File: src/hw/rtl/khb_pkg.sv
// shared types and constants for the keyed half blend pixel unit
package khb_pkg;

    // pixel mode codes
    localparam logic [2:0] MODE_555   = 3'd0;
    localparam logic [2:0] MODE_565   = 3'd1;
    localparam logic [2:0] MODE_GEN16 = 3'd2;
    localparam logic [2:0] MODE_24    = 3'd3;
    localparam logic [2:0] MODE_32    = 3'd4;

    // configuration register indexes
    localparam logic [2:0] REG_PIXEL_MODE = 3'd0;
    localparam logic [2:0] REG_COLOR_KEY  = 3'd1;
    localparam logic [2:0] REG_RED_MASK   = 3'd2;
    localparam logic [2:0] REG_GREEN_MASK = 3'd3;
    localparam logic [2:0] REG_BLUE_MASK  = 3'd4;

    // register reset values
    localparam logic [15:0] RED_MASK_RST   = 16'hF800;
    localparam logic [15:0] GREEN_MASK_RST = 16'h07E0;
    localparam logic [15:0] BLUE_MASK_RST  = 16'h001F;

    // fixed blend masks, low bit of every channel cleared
    localparam logic [15:0] MASK_555     = 16'h7BDE;
    localparam logic [15:0] MASK_565     = 16'hF7DE;
    localparam logic [15:0] MASK_24_LO   = 16'hFEFE;
    localparam logic [15:0] MASK_24_HI   = 16'h00FE;

    localparam int LANE_W = 16;
    localparam int CFG_W  = 24;

    // operands of one 16-bit lane
    typedef struct packed {
        logic [LANE_W-1:0] src;
        logic [LANE_W-1:0] tgt;
        logic [LANE_W-1:0] key;
        logic [LANE_W-1:0] mask;
    } t_lane_in;

    // what one lane found
    typedef struct packed {
        logic [LANE_W-1:0] blend;
        logic              match;
    } t_lane_out;

    // control carried alongside the lane results
    typedef struct packed {
        logic [2:0] mode;
        logic       single;
    } t_ctrl;

    // channel mask with its lowest bit of every channel cleared
    function automatic logic [LANE_W-1:0] chan_mask(input logic [LANE_W-1:0] c);
        chan_mask = c & {c[LANE_W-2:0], 1'b0};
    endfunction

endpackage

File: src/hw/rtl/khb_lane.sv
// one 16-bit blend lane: masked halve and add, plus color key compare
module khb_lane (
    input  khb_pkg::t_lane_in  i_lane,
    output khb_pkg::t_lane_out o_lane
);

    logic [khb_pkg::LANE_W-1:0] w_tgt_half;
    logic [khb_pkg::LANE_W-1:0] w_src_half;

    // halve both masked operands, no carry crosses a channel
    assign w_tgt_half = (i_lane.tgt & i_lane.mask) >> 1;
    assign w_src_half = (i_lane.src & i_lane.mask) >> 1;

    assign o_lane.blend = w_tgt_half + w_src_half;
    assign o_lane.match = (i_lane.src == i_lane.key);

endmodule

File: src/hw/rtl/khb_merge.sv
// merge of the two lane results into the output word and write enables
module khb_merge (
    input  khb_pkg::t_ctrl     i_ctrl,
    input  logic [31:0]        i_target,
    input  khb_pkg::t_lane_out i_lo,
    input  khb_pkg::t_lane_out i_hi,
    output logic [31:0]        o_word,
    output logic [1:0]         o_we,
    output logic               o_err
);

    logic w_is16;
    logic w_is24;
    logic w_keyed24;
    logic w_hi_write;

    assign w_is16     = (i_ctrl.mode <= khb_pkg::MODE_GEN16);
    assign w_is24     = (i_ctrl.mode == khb_pkg::MODE_24) || (i_ctrl.mode == khb_pkg::MODE_32);
    // wide pixel is keyed only when both lanes match
    assign w_keyed24  = i_lo.match & i_hi.match;
    assign w_hi_write = !i_ctrl.single && !i_hi.match;

    // select per mode
    always_comb begin
        o_word = '0;
        o_we   = '0;
        o_err  = 1'b0;
        if (w_is16) begin
            o_word[15:0]  = i_lo.match ? i_target[15:0] : i_lo.blend;
            o_word[31:16] = w_hi_write ? i_hi.blend : i_target[31:16];
            o_we          = {w_hi_write, !i_lo.match};
        end else if (w_is24) begin
            o_word = w_keyed24 ? {8'h00, i_target[23:0]} : {8'h00, i_hi.blend[7:0], i_lo.blend};
            o_we   = {1'b0, !w_keyed24};
        end else begin
            o_err = 1'b1;
        end
    end

endmodule

File: src/hw/rtl/keyed_half_blend_pixels_unit.sv
// top level of the keyed half blend pixel unit
// Blends one 32-bit source word over one target word at 50 percent and
// drops pixels equal to the color key through per-pixel write enables.
// A new word is taken every cycle (busy never rises); each result appears
// on the o_ ports with o_strobe once its start transfer has passed the
// register stage after the two 16-bit blend lanes and the one after the
// merge. The receiver cannot stall, so results must be taken as they come.
// Configuration writes take effect at the next edge and belong only in idle
// periods.
module keyed_half_blend_pixels_unit (
    input  logic        i_clk,
    input  logic        i_rst_n,
    input  logic        start,
    output logic        busy,
    input  logic [31:0] i_source_word,
    input  logic [31:0] i_target_word,
    input  logic        i_single_pixel,
    output logic        o_strobe,
    output logic [31:0] o_blended_word,
    output logic [1:0]  o_write_enables,
    output logic        o_mode_error,
    input  logic        i_cfg_wr_en,
    input  logic [2:0]  i_cfg_index,
    input  logic [khb_pkg::CFG_W-1:0] i_cfg_data
);

    logic [2:0]  r_pixel_mode;
    logic [23:0] r_color_key;
    logic [15:0] r_red_mask;
    logic [15:0] r_green_mask;
    logic [15:0] r_blue_mask;

    logic               w_accept;
    logic               w_wide;
    logic [15:0]        w_mask16;
    khb_pkg::t_lane_in  w_lo_in;
    khb_pkg::t_lane_in  w_hi_in;
    khb_pkg::t_lane_out w_lo_out;
    khb_pkg::t_lane_out w_hi_out;

    logic               r_s1_valid;
    khb_pkg::t_ctrl     r_s1_ctrl;
    logic [31:0]        r_s1_target;
    khb_pkg::t_lane_out r_s1_lo;
    khb_pkg::t_lane_out r_s1_hi;

    logic [31:0] w_word;
    logic [1:0]  w_we;
    logic        w_err;

    assign busy     = 1'b0;
    assign w_accept = start && !busy;

    // configuration registers
    always_ff @(posedge i_clk) begin
        if (!i_rst_n) begin
            r_pixel_mode <= khb_pkg::MODE_555;
            r_color_key  <= '0;
            r_red_mask   <= khb_pkg::RED_MASK_RST;
            r_green_mask <= khb_pkg::GREEN_MASK_RST;
            r_blue_mask  <= khb_pkg::BLUE_MASK_RST;
        end else if (i_cfg_wr_en) begin
            case (i_cfg_index)
                khb_pkg::REG_PIXEL_MODE: r_pixel_mode <= i_cfg_data[2:0];
                khb_pkg::REG_COLOR_KEY:  r_color_key  <= i_cfg_data[23:0];
                khb_pkg::REG_RED_MASK:   r_red_mask   <= i_cfg_data[15:0];
                khb_pkg::REG_GREEN_MASK: r_green_mask <= i_cfg_data[15:0];
                khb_pkg::REG_BLUE_MASK:  r_blue_mask  <= i_cfg_data[15:0];
                default: ;
            endcase
        end
    end

    // blend mask for the 16-bit modes
    always_comb begin
        case (r_pixel_mode)
            khb_pkg::MODE_555: w_mask16 = khb_pkg::MASK_555;
            khb_pkg::MODE_565: w_mask16 = khb_pkg::MASK_565;
            default: w_mask16 = khb_pkg::chan_mask(r_red_mask)
                              | khb_pkg::chan_mask(r_green_mask)
                              | khb_pkg::chan_mask(r_blue_mask);
        endcase
    end

    assign w_wide = (r_pixel_mode == khb_pkg::MODE_24) || (r_pixel_mode == khb_pkg::MODE_32);

    // lane operands: two pixels, or bytes 1..0 and byte 2 of a wide pixel
    always_comb begin
        w_lo_in.src  = i_source_word[15:0];
        w_lo_in.tgt  = i_target_word[15:0];
        w_lo_in.key  = r_color_key[15:0];
        w_lo_in.mask = w_wide ? khb_pkg::MASK_24_LO : w_mask16;
        if (w_wide) begin
            w_hi_in.src  = {8'h00, i_source_word[23:16]};
            w_hi_in.tgt  = {8'h00, i_target_word[23:16]};
            w_hi_in.key  = {8'h00, r_color_key[23:16]};
            w_hi_in.mask = khb_pkg::MASK_24_HI;
        end else begin
            w_hi_in.src  = i_source_word[31:16];
            w_hi_in.tgt  = i_target_word[31:16];
            w_hi_in.key  = r_color_key[15:0];
            w_hi_in.mask = w_mask16;
        end
    end

    khb_lane u_lane_lo (
        .i_lane (w_lo_in),
        .o_lane (w_lo_out)
    );

    khb_lane u_lane_hi (
        .i_lane (w_hi_in),
        .o_lane (w_hi_out)
    );

    // stage 1 valid
    always_ff @(posedge i_clk) begin
        if (!i_rst_n) begin
            r_s1_valid <= 1'b0;
        end else begin
            r_s1_valid <= w_accept;
        end
    end

    // stage 1 payload
    always_ff @(posedge i_clk) begin
        if (w_accept) begin
            r_s1_ctrl.mode   <= r_pixel_mode;
            r_s1_ctrl.single <= i_single_pixel;
            r_s1_target      <= i_target_word;
            r_s1_lo          <= w_lo_out;
            r_s1_hi          <= w_hi_out;
        end
    end

    khb_merge u_merge (
        .i_ctrl   (r_s1_ctrl),
        .i_target (r_s1_target),
        .i_lo     (r_s1_lo),
        .i_hi     (r_s1_hi),
        .o_word   (w_word),
        .o_we     (w_we),
        .o_err    (w_err)
    );

    // output strobe
    always_ff @(posedge i_clk) begin
        if (!i_rst_n) begin
            o_strobe <= 1'b0;
        end else begin
            o_strobe <= r_s1_valid;
        end
    end

    // output payload
    always_ff @(posedge i_clk) begin
        if (r_s1_valid) begin
            o_blended_word  <= w_word;
            o_write_enables <= w_we;
            o_mode_error    <= w_err;
        end
    end

    // invalid mode writes nothing and returns a zero word
    a_err_no_write: assert property (@(posedge i_clk) disable iff (!i_rst_n)
        o_strobe && o_mode_error |-> (o_write_enables == 2'b00) && (o_blended_word == 32'h0))
        else $error("mode error with writes enabled");

    // every start transfer gives a result strobe after both register stages
    a_latency: assert property (@(posedge i_clk) disable iff (!i_rst_n)
        start && !busy |=> ##1 o_strobe)
        else $error("result strobe missing after start");

    // the high pixel enable only exists in 16-bit modes
    a_hi_we_16: assert property (@(posedge i_clk) disable iff (!i_rst_n)
        o_strobe && o_write_enables[1] |-> $past(r_s1_ctrl.mode) <= khb_pkg::MODE_GEN16)
        else $error("high pixel enable outside 16-bit modes");

endmodule
File: config.mk
export PLATFORM = sky130hd
export DESIGN_NAME = keyed_half_blend_pixels_unit
export DESIGN_NICKNAME = d
export VERILOG_FILES = /design/src/hw/rtl/khb_pkg.sv /design/src/hw/rtl/khb_lane.sv /design/src/hw/rtl/khb_merge.sv /design/src/hw/rtl/keyed_half_blend_pixels_unit.sv
export SDC_FILE = /design/constraint.sdc
export NUM_CORES = 1
export LEC_CHECK = 0
export ABC_AREA = 1
export BUFFER_PORTS_ARGS = -buffer_cell sky130_fd_sc_hd__buf_2
export CORE_UTILIZATION = 55
export DETAILED_ROUTE_END_ITERATION = 7
export GPL_ROUTABILITY_DRIVEN = 0
export GPL_TIMING_DRIVEN = 0
export PLACE_DENSITY = 0.85
export SKIP_CTS_REPAIR_TIMING = 1
export SYNTH_ARGS = -nofsm -noshare
export SYNTH_HDL_FRONTEND = slang
export SYNTH_SLANG_ARGS = --single-unit
File: constraint.sdc
create_clock -name i_clk -period 4.05 [get_ports i_clk]
set_input_delay 0.2025 -clock i_clk [delete_from_list [all_inputs] [get_ports i_clk]]
set_output_delay 0.2025 -clock i_clk [all_outputs]
set_load 0.01 [all_outputs]
==> metrics.yaml <==
place:
  dpl.hpwl_um: 19600
  io_buffers: 130
power:
  fin_total_pwr_mw: 4.65
  irDropWorstVdd_v: 0.000308
  leakagePower_nw: 5.41
  p_per_area_nw_per_um2: 403
setup_path:
  reg2reg_from: "r_pixel_mode[0]"
  cp_common_cell: "nand2_1"
  cp.required_ps: 4230
  reg2reg_slack_ps: 580
  slowest_stage: "a211oi_1"
  cp-endpoint: "r_s1_lo[15]"
  cp.arrival_ps: 3650
  crit_type: "flop to flop"
  timing.rr.end: "r_s1_lo[15]"
  r2r_cells: 16
  startpoint: "r_pixel_mode[0]"
  cp_max_fo: 6
  crit_path_max_incr_delay_ps: 860
  cp-end-kind: "flop"
  start_kind: "flop"
  crit_chain: "inv_1, nand2_1, o21ai_1, a211oi_1, nor2_1, ha_1, inv_1, fa_1, nand3b_1, nand2_1, nand2_1, nand2_1, nand3_1, nand2_1, nand2_1, nand2_1"
timing:
  fmax_ghz: 0.288
  skew_ps: 15.9
  tightest_slew_ps: 1020
  relSlewSlack_pct: 31.8
  holdWs_ps: -10.9
  timing_hold_violations_final: 2
  period_needed_ps: 3470
  slew_violations: 0
  rsz0062_at_grt: "false"
  finalSetupViolCount: 0
  fin_crit_sh_pct: 85.6
  setup_tns_ps: 0
die:
  core_area_um2: 17200
  die_area_um2: 18100
  initial_utilization_pct: 56.2
  die_w_um: 135
  boundaryPins: 133
  rows: 48
  fp.dieH_um: 135
grt:
  grt_max_degree: 72
  overflow: 0
  grt_pass1_vias: 8230
  grt_pass1_wl_um: 40700
  grt_use_total_pct: 29.4
  antenna_found_initial: 0
routing:
  routedWlPerCell_um: 16.3
  drt.antenna.violating_nets: 0
  drt_iter0_drc: 819
  drc: 0
  totalWireLength_um: 26200
  dr.pass1.iters: 7
  vias_per_cell: 5.51
  vias: 8863
min_path:
  min_path_type: "primary input to flop"
yosys:
  syn-cell-area_um2: 9680
  ys_async_sr_fraction_pct: 0
  synth_cell_type_count: 42
  synth.yosys.seq_area_share_pct: 48.5
  synth_nets: 1319
  yosysWarnings: 0
  synth_edf_count: 105
  synth-seq-cells: 182
  synthCells: 1191
  avgSynthCellArea_um2: 8.13
  synth_ff_type: "edfxtp_1"
outcome:
  violations: "hold timing"
  status: "finished with violations"
clock_network:
  cts.htree.levels: 4
  cts.reportedPaths.clkPinSlew_ps: 70
  cts_tree: "done"
  numClockSinks: 182
  root_buffer: "clkbuf_16"
  numCtsBuffers: 17
  clockBufferDepth: 2
  clkLatencyLatePin_ps: 440
layout:
  utilization_pct: 67.0
  fillers: 1354
  drive_above_1_share_pct: 14.6
  syn_to_final_growth_pct: 19.2
  diodes: 0
  layout.nets: 1498
job:
  cap_violations: 0
kinds of logic after synthesis:
family                     Yosys count  share of synthesized area, %
adders and majority gates           32                          4.29
muxes                                8                         0.931
and+or+nand+nor                    530                          22.7
buffers and inverters              172                          7.07
other                                1                        0.0387
xor gates and xnor gates            36                          3.26
DFF                                182                          48.5
AOI/OAI and AO/OA                  230                          13.2
power by group:
| group | switching, mW | internal (mW) |
|---|---|---|
| combinational | 0.455 | 0.283 |
| clock | 0.736 | 0.995 |
| sequential | 0.0637 | 2.12 |
| total | 1.26 | 3.39 |
registers in the layout, indices dropped and copies added (netlist names), 4 cells and up:
signal and flops:
r_s1_target 32, o_blended_word 32, r_color_key 24, r_blue_mask 16, r_s1_ctrl 4, r_red_mask 16, r_s1_hi 17, r_green_mask 16
r_s1_lo 17
how the worst min path moves through the flow:
stage	startpoint	to	slack, ps	cells after the start
detailed placement	i_target_word[0]	r_s1_target[0]	380	1
finish	i_cfg_data[18]	r_color_key[18]	-10	3
global route	i_target_word[25]	r_s1_target[25]	3	1
CTS	i_target_word[16]	r_s1_target[16]	-60	1
global placement	i_target_word[16]	r_s1_target[16]	380	1
floorplan	start	r_s1_valid	300	2
final cells by class:
cell class	count	area [um2]	share of cell area [%]
Multi-Input combinational cell	837	4300	37.3
Clock buffer	20	479	4.15
Inverter	135	507	4.39
Timing Repair Buffer	160	953	8.26
Tap cell	225	282	2.44
Sequential cell	182	4700	40.7
Clock inverter	12	144	1.25
Buffer	37	178	1.54
synth_stat cells (4+ instances only):
| library cell | n | area share [%] |
|---|---|---|
| nor3_1 | 8 | 0.41 |
| nor4_1 | 4 | 0.26 |
| a21boi_0 | 5 | 0.39 |
| a211oi_1 | 5 | 0.39 |
| buf_2 | 9 | 0.47 |
| o21ai_0 | 102 | 5.3 |
| nand2_1 | 253 | 9.8 |
| ha_1 | 30 | 3.9 |
| xor2_1 | 25 | 2.3 |
| a31oi_1 | 6 | 0.39 |
| nand3b_1 | 4 | 0.31 |
| nor2_1 | 181 | 7.0 |
| o21bai_1 | 4 | 0.31 |
| a22o_1 | 18 | 1.6 |
| a21oi_1 | 80 | 4.1 |
| edfxtp_1 | 105 | 33 |
| dfxtp_1 | 77 | 16 |
| clkbuf_1 | 19 | 0.74 |
| xnor2_1 | 11 | 1.0 |
| a21o_1 | 4 | 0.31 |
| mux2_2 | 8 | 0.93 |
| inv_1 | 130 | 5.0 |
| nand3_1 | 64 | 3.3 |
cells in the final DEF, fill, tap and decap left out, types with 6 or more instances in the layout:
master	count
xor2_1	25
mux2_2	8
nand3_1	64
edfxtp_1	105
nor2_1	181
nand2_1	253
o21ai_0	102
clkbuf_1	20
xnor2_1	11
dfxtp_1	76
a22o_1	18
clkbuf_16	19
inv_1	130
nor3_1	8
a31oi_1	6
ha_1	30
a21oi_1	80
buf_2	138
dlygate4sd3_1	30
through the flow:
stage               worst slack, ps  cells  cell area [um2]
floorplan                      1460   1191             9680
global placement                781   1546            10600
detailed placement              735   1546            10600
CTS                             655   1578            11200
global route                    314   1608            11500
finish                          582   1608            11500
per-layer routing:
| layer | wire length, um | vias to the layer above | global-route usage (%) |
|---|---|---|---|
| met5 | 0 | - | 0 |
| met4 | 1140 | 0 | 14.8 |
| met3 | 2220 | 77 | 5.29 |
| met2 | 12700 | 460 | 50.3 |
| met1 | 10100 | 4024 | 35.5 |
| li1 | - | 4302 | - |
worst max-delay path, delay by kind of cell (launching register included):
kind | cells | cell delay, ps
AOI/OAI and AO/OA | 2 | 1040
and+or+nand+nor | 10 | 1030
DFF | 1 | 470
adders and majority gates | 2 | 470
buffers and inverters | 2 | 210
Note: power is estimated with default switching activity, not from simulation.
